--- src/rtl/r2q_pkg.sv ---
// Shared types, constants and step functions for the rotation-to-quaternion pipeline.
// No dependencies.
package r2q_pkg;

    localparam int IN_W      = 168;   // nine 18-bit fields, padded to bytes
    localparam int OUT_W     = 72;    // four 18-bit fields
    localparam int FW        = 18;
    localparam int ONE_Q16   = 65536;
    localparam int SQ_STAGES = 9;     // two root bits per stage
    localparam int DV_STAGES = 8;     // three quotient bits per stage
    localparam int RECIP_REM = 128;   // 2^31 >> 24, below any root

    localparam logic [1:0] SEL_X     = 2'd0;
    localparam logic [1:0] SEL_Y     = 2'd1;
    localparam logic [1:0] SEL_Z     = 2'd2;
    localparam logic [1:0] SEL_TRACE = 2'd3;

    // branch select plus the three sums/differences, ordered w,x,y,z
    // with the half-root component left out
    typedef struct packed {
        logic [1:0]         sel;
        logic signed [18:0] da;
        logic signed [18:0] db;
        logic signed [18:0] dc;
    } side_t;

    typedef struct packed {
        logic [20:0] rem;
        logic [17:0] root;
    } sq_t;

    typedef struct packed {
        logic [17:0] rem;
        logic [23:0] quo;
    } dv_t;

    function automatic sq_t sqrt_step(sq_t a, logic [1:0] pair);
        logic [20:0] cur;
        logic [20:0] trial;
        sq_t         o;
        cur   = {a.rem[18:0], pair};
        trial = {1'b0, a.root, 2'b01};
        if (cur >= trial) begin
            o.rem  = cur - trial;
            o.root = {a.root[16:0], 1'b1};
        end else begin
            o.rem  = cur;
            o.root = {a.root[16:0], 1'b0};
        end
        return o;
    endfunction

    function automatic dv_t div_step(dv_t a, logic [17:0] den);
        logic [18:0] cur;
        logic [18:0] diff;
        dv_t         o;
        cur  = {a.rem, 1'b0};
        diff = cur - {1'b0, den};
        if (cur >= {1'b0, den}) begin
            o.rem = diff[17:0];
            o.quo = {a.quo[22:0], 1'b1};
        end else begin
            o.rem = cur[17:0];
            o.quo = {a.quo[22:0], 1'b0};
        end
        return o;
    endfunction

    function automatic logic [17:0] sat18(logic signed [28:0] v);
        logic [17:0] o;
        if (v > 29'sd131071)
            o = 18'h1FFFF;
        else if (v < -29'sd131072)
            o = 18'h20000;
        else
            o = v[17:0];
        return o;
    endfunction

endpackage

--- src/rtl/r2q_prep.sv ---
// Entry stage: trace, branch choice, clamped radicand and the element sums.
// Uses r2q_pkg.
module r2q_prep
    import r2q_pkg::*;
(
    input  logic             aclk,
    input  logic             aresetn,
    input  logic             en,
    input  logic             in_valid,
    input  logic [IN_W-1:0]  in_data,
    output logic             valid_reg,
    output logic [18:0]      rad_reg,
    output side_t            side_reg
);

    logic signed [17:0] m [9];
    logic signed [19:0] t;
    logic signed [20:0] rad_full;
    logic signed [18:0] d_a, d_b, d_c, s_xy, s_xz, s_yz;
    logic [18:0]        rad_next;
    side_t              side_next;

    always_comb begin
        for (int i = 0; i < 9; i++)
            m[i] = $signed(in_data[FW*i +: FW]);
        t    = 20'(m[0]) + 20'(m[4]) + 20'(m[8]);
        d_a  = 19'(m[7]) - 19'(m[5]);
        d_b  = 19'(m[2]) - 19'(m[6]);
        d_c  = 19'(m[3]) - 19'(m[1]);
        s_xy = 19'(m[1]) + 19'(m[3]);
        s_xz = 19'(m[6]) + 19'(m[2]);
        s_yz = 19'(m[5]) + 19'(m[7]);
        if (t > 20'sd0) begin
            side_next = '{sel: SEL_TRACE, da: d_a, db: d_b, dc: d_c};
            rad_full  = 21'(ONE_Q16) + 21'(t);
        end else if (m[0] > m[4] && m[0] > m[8]) begin
            side_next = '{sel: SEL_X, da: d_a, db: s_xy, dc: s_xz};
            rad_full  = 21'(ONE_Q16) + 21'(m[0]) - 21'(m[4]) - 21'(m[8]);
        end else if (m[4] > m[8]) begin
            side_next = '{sel: SEL_Y, da: d_b, db: s_xy, dc: s_yz};
            rad_full  = 21'(ONE_Q16) + 21'(m[4]) - 21'(m[0]) - 21'(m[8]);
        end else begin
            side_next = '{sel: SEL_Z, da: d_c, db: s_xz, dc: s_yz};
            rad_full  = 21'(ONE_Q16) + 21'(m[8]) - 21'(m[0]) - 21'(m[4]);
        end
        rad_next = (rad_full < 21'sd1) ? 19'd1 : rad_full[18:0];
    end

    always_ff @(posedge aclk) begin
        if (!aresetn) begin
            valid_reg <= 1'b0;
        end else if (en) begin
            valid_reg <= in_valid;
        end
    end

    always_ff @(posedge aclk) begin
        if (en) begin
            rad_reg  <= rad_next;
            side_reg <= side_next;
        end
    end

endmodule

--- config.mk ---
export PLATFORM = sky130hd
export DESIGN_NAME = r2q_prep
export DESIGN_NICKNAME = d
export VERILOG_FILES = /design/src/rtl/r2q_pkg.sv /design/src/rtl/r2q_prep.sv
export SDC_FILE = /design/constraint.sdc
export NUM_CORES = 1
export LEC_CHECK = 0
export ABC_AREA = 1
export BUFFER_PORTS_ARGS = -buffer_cell sky130_fd_sc_hd__buf_2
export CAP_MARGIN = 20
export CORE_AREA = 5 5 258 260
export DETAILED_ROUTE_END_ITERATION = 12
export DIE_AREA = 0 0 263 265
export PLACE_DENSITY_LB_ADDON = 0.05
export REMOVE_ABC_BUFFERS = 1
export SETUP_SLACK_MARGIN = 0.5
export SLEW_MARGIN = 15
export SYNTH_ARGS = -nofsm -noshare
export SYNTH_HDL_FRONTEND = slang
export SYNTH_SLANG_ARGS = --single-unit
--- constraint.sdc ---
create_clock -name aclk -period 8.8 [get_ports aclk]
set_input_delay 1.32 -clock aclk [delete_from_list [all_inputs] [get_ports aclk]]
set_output_delay 1.32 -clock aclk [all_outputs]
set_load 0.01 [all_outputs]
# Yosys cells after proc, flatten, opt, wreduce, memory -nomap -nowiden
# Index checks and enable logic that the tools add are counted.
# totals
mem_bits_ro,0
output_inout_bits,79
regBits,79
elab_cells,36
latchBits,0
input_bits,172
n_memories,0
ramBits,0
# op_classes
n_eq_ne,0
shifts,0
n_bitwise,0
div,0
reduce_logical,1
muxes,6
magnitude_cmp,5
mul,0
add_sub_neg,18
# ops
operator,n
59-bit 2-to-1 mux,2
18-bit by 18-bit adder with 19-bit output,4
21-bit 2-to-1 mux,3
20-bit by 18-bit subtractor with 21-bit output,3
19-bit by 18-bit subtractor with 20-bit output,3
"18-bit by 18-bit adder with 19-bit output, first input constant",3
57-bit 2-to-1 mux,1
18-bit by 18-bit subtractor with 19-bit output,3
18-bit greater-than comparator,3
"18-bit by 20-bit adder with 21-bit output, first input constant",1
"21-bit by 2-bit less-than comparator with 1-bit output, second input constant",1
19-bit by 18-bit adder with 20-bit output,1
"20-bit by 1-bit greater-than comparator with 1-bit output, second input constant",1
1-bit logical AND,1

# Depth between registers and ports, before layout
# Gate-level depths: netlist (run 1).
# depth
depth_word,7
depth_mapped,41
ltp_nobuf,39

# Worst setup path before layout (run 1)
# Ideal clock, no wire load.
# synth_path
kind,in2reg
start,input port in_data[0]
end,"register rad_reg[11], data pin"
path_slack_ns,3.292
required_time_ns,8.550
arrival_ns,5.258
n_path_buf,2
stages,39
setup_ns,0.250
path_cell_list,inv_1 -> fa_1 -> inv_1 -> ha_1 -> inv_1 -> fa_1 -> inv_1 -> nand2_1 -> nand2_1 -> nand2_1 -> nand2_2 -> nand2_1 -> nand2_1 -> nand2_1 -> nand2_2 -> inv_1 -> nor2_1 -> o21ai_0 -> [3 not listed] -> nor2_1 -> nand3_1 -> nor2_1 -> nand2_1 -> nor2_1 -> nand2_1 -> nor2_2 -> nand2_4 -> buf_6 -> nand3b_1 -> nand2_1 -> nor2_1 -> nand2_1 -> nor2_1 -> nand3_2 -> nand2_4 -> buf_12 -> nor2_2
# synth_between
elab_chain_len,6
elab_cells_between_ends,18
cone_classes,add/sub: 10; order compare: 4; mux: 3; reduce/logical: 1
# synth_lines
item,line_no,rtl
start: declaration,r2q_prep.sv:10,"input logic [IN_W-1:0] in_data,"
"18-bit by 18-bit adder with 19-bit output, or another cell as far along",r2q_prep.sv:38,rad_full = 21'(ONE_Q16) + 21'(m[0]) - 21'(m[4]) - 21'(m[8]);
"19-bit by 18-bit subtractor with 20-bit output, or another cell as far along",r2q_prep.sv:38,
20-bit by 18-bit subtractor with 21-bit output / 21-bit 2-to-1 mux (equally long branches),"r2q_prep.sv:38, r2q_prep.sv:39",
21-bit 2-to-1 mux,r2q_prep.sv:36,end else if (m[0] > m[4] && m[0] > m[8]) begin
21-bit 2-to-1 mux (*),r2q_prep.sv:33,if (t > 20'sd0) begin
21-bit by 2-bit less-than comparator with 1-bit output,r2q_prep.sv:46,rad_next = (rad_full < 21'sd1) ? 19'd1 : rad_full[18:0];
end signal: assignment,r2q_prep.sv:59,rad_reg <= rad_next;
end: declaration,r2q_prep.sv:12,"output logic [18:0] rad_reg,"
# Every way passes the cells marked *; elsewhere a longest branch is shown, timed or not.
# A chain may end at the register's enable or synchronous reset.

# Worst setup path in the final report (run 1)
# layout_path
start,input port in_data[0]
end,"register rad_reg[2], data pin"
# The elaborated chain is that of the path after synthesis.

==> qor.csv, run 1 <==
stage,metric,value,unit
status,outcome,finished clean,
placement,hpwl,65700,µm
job,max_cap_violations,0,
yosys,ys_ff_latch,79,
sta,worst-slew-pin-transition,1110,ps
clock_network,cts_tree,done,
floorplan,rows,93,
floorplan,die_area,69700,µm²
grt,grt-ovfl-total,0,
setup_path,worstPathMaxFanout,71,
power,pwr-share-comb,71.9,%
clock_network,h-tree-depth,3,
layout,multi_input_area,14100,µm²
yosys,synth_edf_count,78,
sta,max_freq,0.153,GHz
power,p_sw_share,54.4,%
grt,track_usage,20.4,%
layout,largest_register_ffs,59,
sta,fin_crit,6530,ps
yosys,ys_warn_count,0,
layout,final.fill_count,7071,
layout,fin_nets,3429,
routing,detail-route-antenna-nets,0,
yosys,synth_area,18400,µm²
floorplan,fp.dieH,265,µm
setup_path,endpoint_kind,register,
power,clkPwrFrac,10.3,%
clock_network,cts_sinks,79,
clock_network,clockBufferDepth,2,
clock_network,cts_resized,0,
yosys,ys_seq_area_share,12.9,%
grt,grt_start_max_net_pins,81,
power,seqPwrFrac,17.8,%
placement,pre_cts_slack,1830,ps
clock_network,path_clk_slew,70,ps
grt,grt_pass1_vias,17900,
placement,place.gp.congestion,0.891,
sta,drv_slew,0,
setup_path,crit_type,in2reg,
sta,period_share,74.2,%
yosys,synthTopCellsByCount,"nand2_1 (599), inv_1 (432), ha_1 (334), nor2_1 (211), a21oi_1 (189)",
routing,vias,17500,
layout,seqCellArea,2360,µm²
setup_path,required,8990,ps
yosys,synth_top_area_cell,ha_1,
sta,relSlewSlack,26.3,%
layout,syn_to_final_growth,12.9,%
layout,layout-drive-gt1-share,11.0,%
clock_network,postCtsSetupRepairBufs,0,
routing,via_per_inst,4.74,
power,design_power_total,0.00346,W
floorplan,die_w,263,µm
routing,totalWireLength,74400,µm
routing,drtIter0Drc,1010,
clock_network,insertion_delay,340,ps
floorplan,coreArea,63900,µm²
power,irDropWorstVdd,0.100,mV
yosys,synthCells,2635,
sta,clock_skew,0,ps
yosys,ys.flop_type,edfxtp_1,
routing,drc,0,
floorplan,start_util,28.7,%
placement,numPortBuffers,244,
setup_path,r2r_slack,8130,ps
clock_network,clockRootBuffer,clkbuf_16,
grt,grt_antenna_before_repair,1,
routing,wl_per_cell,20.1,µm
yosys,yosys.area.top_type_share,22.8,%
grt,grt_pass1_wl,109000,µm
power,cellPowerDensity,167,nW/µm²
setup_path,crit_arrival,6720,ps
clock_network,cts_made_buffers,9,
hold_path,min_path_type,reg2reg,
power,internal_power,0.00158,W
setup_path,critPathSlowestCell,nand2_4,
setup_path,worstSetupStartpointType,primary input,
yosys,synth.most_common_cell,nand2_1,
yosys,async_flop_share,0,%
power,switching_power,0.00188,W
sta,finalSetupTns,0,ps
sta,setup_violations,0,
sta,rsz0062_at_grt,false,
power,power.leakage,11.1,nW
clock_network,hold_buffers,0,
yosys,yosys-top-cells-area,"ha_1 (23%), edfxtp_1 (13%), nand2_1 (12%), fa_1 (9.3%), inv_1 (8.8%)",
floorplan,io_pins,251,
yosys,yosysUniqueCellTypes,55,
sta,fin_ws,2270,ps
yosys,avgSynthCellArea,6.97,µm²
sta,hold_viol,0,
setup_path,cpMostUsedCell,nand2_1,
setup_path,max_stage_delay,570,ps
routing,drtPass1Iterations,5,
power groups by stage:
stage	registers (W)	clock network [W]	logic, W
after floorplan	0.000659	0	0.00150
after global placement	0.000626	0	0.00251
after detailed placement	0.000624	0	0.00250
after CTS	0.000616	0.000364	0.00251
after global routing	0.000623	0.000378	0.00277
final	0.000615	0.000357	0.00249
critical path, delay by kind of cell:
family / cells / cell delay [ps]
AO/OA/AOI/OAI: 1 / 90
adder cells (fa/ha/maj): 4 / 1510
AND/OR/NAND/NOR: 28 / 3180
buffers and inverters: 6 / 580
cell type report:
class / count / share of cell area [%]
inverter: 441 / 7.99
timing repair buffer: 250 / 6.18
clock inverter: 6 / 0.205
sequential: 79 / 11.4
clock buffer: 10 / 1.10
multi-input combinational: 2057 / 67.9
tap: 855 / 5.16
antenna: 1 / 0.0121
cell usage in the layout (no fill, tap or decap), types with 17 or more instances in the layout:
| cell | n |
|---|---|
| nor2_1 | 210 |
| a21oi_1 | 189 |
| nand3_1 | 156 |
| fa_1 | 85 |
| o21bai_1 | 27 |
| nand4_1 | 23 |
| o21ai_0 | 92 |
| nor2_2 | 18 |
| inv_1 | 432 |
| a31oi_1 | 17 |
| nand3b_1 | 21 |
| buf_2 | 243 |
| ha_1 | 334 |
| edfxtp_1 | 78 |
| nor3_1 | 26 |
| nand2_1 | 599 |
| xor2_1 | 110 |
metal layers:
layer	global-route usage (%)	share of wire, %	up-vias
met5	0	0	-
met4	6.79	3.6	0
met3	1.56	3.2	69
met2	38.6	52	370
met1	24.3	41	8218
li1	-	-	8873
per-stage QoR:
stage | utilization, % | instance area (µm²) | std cells | hold slack, ps
floorplan | - | 18100 | 2577 | 555
global placement | 32.0 | 20400 | 3681 | 528
detailed placement | 32.0 | 20400 | 3681 | 529
CTS | 32.4 | 20700 | 3697 | 539
global route | 32.4 | 20700 | 3698 | 596
finish | 32.4 | 20700 | 3699 | 537
logic make-up (layout without fill, tap and decap cells):
group                      count (synthesis)  after routing  share of synthesized area, %
AOI/OAI and AO/OA                        425            425                          13.5
xor gates and xnor gates                 126            126                          6.01
adders and majority gates                419            419                          32.0
buffers and inverters                    499            707                          10.5
DFF                                       79             79                          12.9
muxes                                      1              1                        0.0545
other                                      0              1                             0
and+or+nand+nor                         1086           1086                          25.1
path summary, 6_finish.rpt:
| path | from | end | cells after the start |
|---|---|---|---|
| max | in_data[0] | rad_reg[2]$_SDFFCE_PP0P_ | 39 |
| min | valid_reg$_SDFFE_PN0P_ | valid_reg$_SDFFE_PN0P_ | 2 |
| max reg2reg | valid_reg$_SDFFE_PN0P_ | valid_reg$_SDFFE_PN0P_ | 2 |
| min reg2reg | valid_reg$_SDFFE_PN0P_ | valid_reg$_SDFFE_PN0P_ | 2 |
No activity file was read; power rests on OpenSTA's default activity.
==> run 2: changes to the inputs <==
--- a/config.mk
+++ b/config.mk
@@ -5,12 +5,12 @@
 export SDC_FILE = /design/constraint.sdc
 export NUM_CORES = 1
 export LEC_CHECK = 0
-export ABC_AREA = 1
+export ABC_AREA = 0
 export BUFFER_PORTS_ARGS = -buffer_cell sky130_fd_sc_hd__buf_2
 export CAP_MARGIN = 20
-export CORE_AREA = 5 5 258 260
+export CORE_AREA = 5 5 248 250
 export DETAILED_ROUTE_END_ITERATION = 12
-export DIE_AREA = 0 0 263 265
+export DIE_AREA = 0 0 253 255
 export PLACE_DENSITY_LB_ADDON = 0.05
 export REMOVE_ABC_BUFFERS = 1
 export SETUP_SLACK_MARGIN = 0.5
==> constraint.sdc (replaced) <==
create_clock -name aclk -period 6.5 [get_ports aclk]
set_input_delay 0.975 -clock aclk [delete_from_list [all_inputs] [get_ports aclk]]
set_output_delay 0.975 -clock aclk [all_outputs]
set_load 0.01 [all_outputs]
==> qor.csv, run 2 <==
stage,metric,value,unit,change
layout,largest_register_ffs,59,,unchanged
sta,worst-slew-pin-transition,817,ps,-288 ps
sta,relSlewSlack,45.3,%,+19 points
placement,pre_cts_slack,101,ps,-1730 ps
placement,placed_area,19000,µm²,-7.0%
sta,fin_crit,5730,ps,
floorplan,fp.dieH,255,µm,-3.8%
yosys,synthCells,1939,,-26%
grt,grt_start_max_net_pins,48,,-41%
routing,detail-route-antenna-nets,0,,unchanged
setup_path,crit_type,in2reg,,
sta,clock_skew,0,ps,unchanged
setup_path,required,6610,ps,-2380 ps
routing,via_per_inst,4.80,,+1.3%
floorplan,io_pins,251,,unchanged
layout,final.fill_count,6293,,-11%
sta,fin_ws,770,ps,-1500 ps
power,cellPowerDensity,219,nW/µm²,+31%
grt,track_usage,17.1,%,-3.2 points
clock_network,clockRootBuffer,clkbuf_16,,
setup_path,worstSetupStartpointType,primary input,,
routing,drtIter0Drc,565,,-44%
floorplan,die_w,253,µm,-3.8%
grt,grt_antenna_before_repair,5,,+4
layout,seqCellArea,2360,µm²,unchanged
layout,fin_nets,2766,,-19%
setup_path,critPathSlowestCell,fa_1,,
placement,numPortBuffers,244,,unchanged
routing,wl_per_cell,19.4,µm,-3.3%
sta,setup_violations,0,,unchanged
yosys,ys_seq_area_share,14.0,%,+1.1 points
grt,grt-ovfl-total,0,,unchanged
yosys,avgSynthCellArea,8.69,µm²,+25%
clock_network,cts_made_buffers,9,,unchanged
power,irDropWorstVdd,0.137,mV,+37%
sta,drv_slew,0,,unchanged
clock_network,cts_tree,done,,
sta,holdWs,515,ps,-22.0 ps
power,power.leakage,9.16,nW,-17%
power,switching_power,0.00199,W,+5.5%
setup_path,endpoint_kind,register,,
grt,grt_pass1_vias,14900,,-17%
routing,drc,0,,unchanged
power,design_power_total,0.00424,W,+22%
routing,drtPass1Iterations,6,,+1
routing,vias,14200,,-19%
yosys,synth_area,16900,µm²,-8.2%
setup_path,r2r_start,valid_reg$_SDFFE_PN0P_,,
clock_network,insertion_delay,360,ps,+20 ps
clock_network,path_clk_slew,70,ps,about the same
layout,final_cell_mix,"ha_1 (334), buf_2 (243), inv_1 (228), nor2_1 (165), a21oi_1 (136)",,
clock_network,h-tree-depth,3,,unchanged
power,internal_power,0.00225,W,+43%
yosys,synth.most_common_cell,ha_1,,
yosys,synthTopCellsByCount,"ha_1 (334), inv_1 (228), nor2_1 (166), a21oi_1 (136), nand2_1 (93)",,
floorplan,die_area,64500,µm²,-7.4%
routing,totalWireLength,57500,µm,-23%
job,max_cap_violations,0,,unchanged
yosys,synth_top_area_cell,ha_1,,
layout,syn_to_final_growth,15.0,%,
sta,finalSetupTns,0,ps,unchanged
yosys,yosys-top-cells-area,"ha_1 (25%), edfxtp_1 (14%), fa_1 (10%), inv_1 (5.1%), xnor2_1 (4.7%)",,
setup_path,r2r_slack,5920,ps,-2210 ps
status,outcome,finished clean,,
sta,rsz0062_at_grt,true,,
yosys,async_flop_share,0,%,unchanged
setup_path,max_stage_delay,560,ps,about the same
clock_network,cts_sinks,79,,unchanged
hold_path,hold_depth,2,,unchanged
sta,period_share,88.2,%,
power,clkPwrFrac,12.5,%,+2.2 points
floorplan,start_util,28.7,%,-0.074 points
setup_path,rr_endpoint,valid_reg$_SDFFE_PN0P_,,
layout,multi_input_area,13300,µm²,-5.2%
yosys,yosys.area.top_type_share,24.8,%,+2.0 points
layout,layout-drive-gt1-share,16.6,%,+5.6 points
sta,max_freq,0.175,GHz,
yosys,ys.flop_type,edfxtp_1,,
setup_path,r2r_cells,2,,unchanged
setup_path,worstPathMaxFanout,11,,-85%
power,p_sw_share,46.9,%,-7.5 points
sta,hold_viol,0,,unchanged
floorplan,coreArea,58800,µm²,-8.0%
hold_path,hold_end,valid_reg$_SDFFE_PN0P_,,
layout,final_common_cell,ha_1,,
floorplan,rows,89,,-4.3%
power,pwr-share-comb,67.8,%,-4.1 points
power,seqPwrFrac,19.7,%,+1.9 points
yosys,ys_ff_latch,79,,unchanged
hold_path,min_path_type,reg2reg,,
yosys,yosysUniqueCellTypes,99,,+80%
yosys,ys_warn_count,0,,unchanged
hold_path,holdCritStartpoint,valid_reg$_SDFFE_PN0P_,,
setup_path,crit_arrival,5840,ps,-880 ps
placement,hpwl,49200,µm,-25%
clock_network,hold_buffers,0,,unchanged
grt,grt_pass1_wl,85600,µm,-22%
setup_path,crit_chain,buf_2 > inv_1 > fa_1 > inv_1 > ha_1 > nor2b_1 > nor3_2 > o21ba_1 > a211oi_2 > or2_1 > a211oi_1 > o21bai_1 > a21oi_1 > xor2_1 > ha_1 > o31ai_1 > or3_1 > mux2i_1 > o2111ai_2 > nand3_4 > buf_6 > mux2_2,,
clock_network,clockBufferDepth,2,,unchanged
yosys,synth_edf_count,78,,unchanged
placement,place.gp.congestion,0.839,,-5.9%
layout,final_cell_area,19400,µm²,-6.5%
==> run 2: worst max-delay path by stage <==
stage / to / start / cells past startpoint / slack (ps)
2_1_floorplan: rad_reg[10]$_SDFFCE_PP0P_ / in_data[3] / 21 / 280
3_3_place_gp: side_reg[4]$_DFFE_PP_ / in_data[3] / 22 / 150
3_5_place_dp: side_reg[8]$_DFFE_PP_ / in_data[3] / 22 / 100
4_1_cts: side_reg[12]$_DFFE_PP_ / in_data[144] / 24 / 540
5_1_grt: rad_reg[13]$_SDFFCE_PP0P_ / in_data[3] / 24 / 480
6_report: side_reg[6]$_DFFE_PP_ / in_data[3] / 22 / 770
==> run 2: area by class of cell <==
class / count / area share [%]
Multi-Input combinational cell: 1576 / 68.9
Clock buffer: 10 / 1.18
Timing Repair Buffer: 280 / 8.00
Sequential cell: 79 / 12.2
Antenna cell: 3 / 0.0387
Clock inverter: 6 / 0.316
Tap cell: 773 / 4.99
Inverter: 229 / 4.43
==> run 2: power by group through the flow <==
stage / Sequential (W) / Combinational [W] / Clock, W
floorplan: 0.000888 / 0.00181 / 0
global placement: 0.000852 / 0.00285 / 0
detailed placement: 0.000845 / 0.00285 / 0
CTS: 0.000842 / 0.00287 / 0.000557
global route: 0.000847 / 0.00320 / 0.000571
finish: 0.000834 / 0.00287 / 0.000532
==> run 2: through the flow <==
step                cells  utilization (%)
floorplan            1884                -
global placement     2932             32.3
finish               2956             33.0
detailed placement   2932             32.3
CTS                  2948             32.8
global route         2955             33.0
==> run 2: per-layer routing <==
| metal | vias to the layer above | wire length [µm] | part of all wire [%] | GRT usage [%] |
|---|---|---|---|---|
| met5 | - | 27 | 0.047 | 0 |
| met4 | 4 | 1370 | 2.4 | 4.70 |
| met3 | 55 | 1990 | 3.5 | 2.34 |
| met2 | 222 | 28200 | 49 | 30.6 |
| met1 | 6722 | 25900 | 45 | 21.8 |
| li1 | 7193 | - | - | - |
==> run 2: cells by family (layout without fill, tap and decap cells) <==
logic type / count (synthesis) / after routing / synth area share, %
buffers and inverters: 284 / 525 / 6.95
XOR/XNOR: 139 / 139 / 7.22
flip-flops: 79 / 79 / 14.0
AO/OA/AOI/OAI: 481 / 481 / 18.8
multiplexers: 68 / 68 / 4.33
other: 0 / 3 / 0
adder cells (fa/ha/maj): 419 / 419 / 34.9
AND/OR/NAND/NOR: 469 / 469 / 13.8
==> run 2: what timing repair did <==
action | 4_1_cts | 5_1_grt
gates resized for setup | 1 | 7
endpoints found under the setup margin | 35 | 77
setup buffers | 0 | 4
cloned | 0 | 1
pin swaps | 0 | 3
==> run 2: critical path: cells and delay by family <==
family          cells  cell delay, ps
mux                 2             530
xor+xnor            1             210
compound gates      7            1250
buf+inv             4             590
fa+ha+maj           3            1060
simple gates        5            1220
==> run 3: changes to the inputs <==
--- a/config.mk
+++ b/config.mk
@@ -11,7 +11,7 @@
 export CORE_AREA = 5 5 248 250
 export DETAILED_ROUTE_END_ITERATION = 12
 export DIE_AREA = 0 0 253 255
-export PLACE_DENSITY_LB_ADDON = 0.05
+export PLACE_DENSITY_LB_ADDON = 0.3
 export REMOVE_ABC_BUFFERS = 1
 export SETUP_SLACK_MARGIN = 0.5
 export SLEW_MARGIN = 15
==> qor.csv, run 3 (synthesized netlist as in run 2, its figures left out) <==
stage,metric,value,unit,change
status,outcome,finished clean,,
grt,grt-ovfl-total,0,,unchanged
clock_network,clockBufferDepth,2,,unchanged
floorplan,die_area,64500,µm²,unchanged
hold_path,hold_depth,2,,unchanged
setup_path,endpoint_kind,register,,
sta,worst-slew-pin-transition,913,ps,+95.9 ps
placement,numPortBuffers,244,,unchanged
floorplan,io_pins,251,,unchanged
job,max_cap_violations,0,,unchanged
sta,max_freq,0.174,GHz,-0.48%
setup_path,rr_endpoint,valid_reg$_SDFFE_PN0P_,,
floorplan,rows,89,,unchanged
routing,via_per_inst,4.93,,+2.7%
grt,grt_start_max_net_pins,64,,+33%
layout,final_cell_mix,"ha_1 (334), buf_2 (243), inv_1 (227), nor2_1 (165), a21oi_1 (136)",,
layout,fin_nets,2759,,-0.25%
sta,relSlewSlack,38.3,%,-7.0 points
power,power.leakage,9.13,nW,-0.33%
sta,rsz0062_at_grt,false,,
sta,hold_viol,0,,unchanged
setup_path,r2r_start,valid_reg$_SDFFE_PN0P_,,
routing,drc,0,,unchanged
setup_path,worstPathMaxFanout,11,,unchanged
layout,syn_to_final_growth,14.6,%,
sta,clock_skew,0,ps,unchanged
floorplan,die_w,253,µm,unchanged
routing,wl_per_cell,19.1,µm,-1.6%
setup_path,crit_type,in2reg,,
layout,final_common_cell,ha_1,,
layout,largest_register_ffs,59,,unchanged
hold_path,min_path_type,reg2reg,,
power,seqPwrFrac,19.9,%,+0.2 points
power,pwr-share-comb,68.1,%,+0.3 points
routing,detail-route-antenna-nets,0,,unchanged
clock_network,cts_tree,done,,
floorplan,coreArea,58800,µm²,unchanged
placement,place.gp.congestion,0.906,,+8.0%
routing,drtPass1Iterations,5,,-1
power,irDropWorstVdd,0.109,mV,-21%
power,cellPowerDensity,218,nW/µm²,-0.23%
sta,setup_violations,0,,unchanged
clock_network,cts_made_buffers,9,,unchanged
hold_path,holdCritStartpoint,valid_reg$_SDFFE_PN0P_,,
floorplan,start_util,28.7,%,unchanged
setup_path,worstSetupStartpointType,primary input,,
clock_network,h-tree-depth,3,,unchanged
clock_network,hold_buffers,0,,unchanged
power,clkPwrFrac,12.0,%,-0.5 points
routing,totalWireLength,56400,µm,-2.0%
layout,multi_input_area,13300,µm²,about the same
clock_network,clockRootBuffer,clkbuf_16,,
floorplan,fp.dieH,255,µm,unchanged
clock_network,path_clk_slew,70,ps,about the same
power,switching_power,0.00201,W,+0.87%
layout,final.fill_count,6185,,-1.7%
sta,fin_crit,5760,ps,+27.3 ps
placement,hpwl,47400,µm,-3.5%
layout,layout-drive-gt1-share,16.4,%,-0.17 points
routing,drtIter0Drc,911,,+61%
power,internal_power,0.00221,W,-1.8%
clock_network,cts_sinks,79,,unchanged
grt,grt_pass1_vias,15000,,+0.64%
grt,grt_antenna_before_repair,2,,-3
sta,finalSetupTns,0,ps,unchanged
sta,period_share,88.6,%,+0.42 points
grt,grt_pass1_wl,85100,µm,-0.49%
routing,vias,14500,,+2.3%
setup_path,crit_arrival,5860,ps,+20 ps
power,design_power_total,0.00422,W,-0.55%
grt,track_usage,16.8,%,-0.37 points
setup_path,required,6600,ps,about the same
clock_network,insertion_delay,370,ps,about the same
setup_path,r2r_slack,5920,ps,about the same
power,p_sw_share,47.6,%,+0.67 points
setup_path,r2r_cells,2,,unchanged
hold_path,hold_end,valid_reg$_SDFFE_PN0P_,,
sta,drv_slew,0,,unchanged
layout,seqCellArea,2360,µm²,unchanged
-- run 3: changes by cell type in the layout (fill, tap and decap cells not counted), moves of 2 or more --
| cell | delta |
|---|---|
| buf_4 | -7 |
| inv_6 | +3 |
| clkinvlp_4 | -2 |
| diode_2 | -2 |
-- run 3: worst max-delay path: stages --
cell       delay [ps]
buf_2             160
inv_2              90
fa_1              560
inv_1             110
ha_1              330
nor2b_1           160
nor3_2            270
o21ba_2           230
a211oi_2           90
or2_1             270
a211oi_1          250
o21bai_1          140
a21oi_1           190
xor2_1            230
ha_1              180
o31ai_1            80
or3_1             350
mux2i_1           190
o2111ai_2         220
a31oi_4           300
buf_12            190
buf_4             180
o21ai_0           100
-- run 3: final cells by class --
cell class | count | share of cell area (%)
antenna | 1 | 0.0130
clock inverter | 6 | 0.227
inverter | 229 | 4.45
tap | 773 | 5.01
sequential | 79 | 12.2
clock buffer | 9 | 1.17
timing repair buffer | 273 | 7.85
multi-input combinational | 1576 | 69.1
-- run 3: how the worst max path moves through the flow --
stage / startpoint / end / depth (start not counted)
finish: in_data[3] / side_reg[45]$_DFFE_PP_ / 23
global route: in_data[75] / side_reg[54]$_DFFE_PP_ / 24
CTS: in_data[3] / side_reg[5]$_DFFE_PP_ / 22
detailed placement: in_data[3] / side_reg[35]$_DFFE_PP_ / 22
global placement: in_data[3] / side_reg[5]$_DFFE_PP_ / 22
floorplan: in_data[3] / rad_reg[10]$_SDFFCE_PP0P_ / 21
-- run 3: metrics by stage --
step                      std cells  hold slack, ps  instance area, µm²  util [%]  setup slack, ps
after floorplan                1884             538               16500         -              276
after global placement         2924             491               19000      32.2              204
after detailed placement       2924             494               19000      32.2              147
after CTS                      2939             518               19200      32.7              518
after global routing           2945             578               19300      32.9              508
final                          2946             512               19300      32.9              742
-- run 3: metal layers --
metal,GRT usage (%),wire length [µm],vias up
li1,-,-,7178
met1,21.4,24800,6973
met2,30.4,28200,315
met3,2.26,2300,57
met4,3.58,1010,2
met5,0,11,-
-- run 3: power by group through the flow --
stage | logic [W] | clock network [W] | registers, W
floorplan | 0.00181 | 0 | 0.000888
finish | 0.00287 | 0.000506 | 0.000838
detailed placement | 0.00281 | 0 | 0.000848
CTS | 0.00284 | 0.000533 | 0.000844
global placement | 0.00278 | 0 | 0.000856
global route | 0.00318 | 0.000547 | 0.000850
-- run 3: what timing repair did --
item	4_1_cts	5_1_grt
setup buffers	0	4
resized for setup	0	5
endpoints found under the setup margin	0	78
endpoints found under the hold margin	0	0
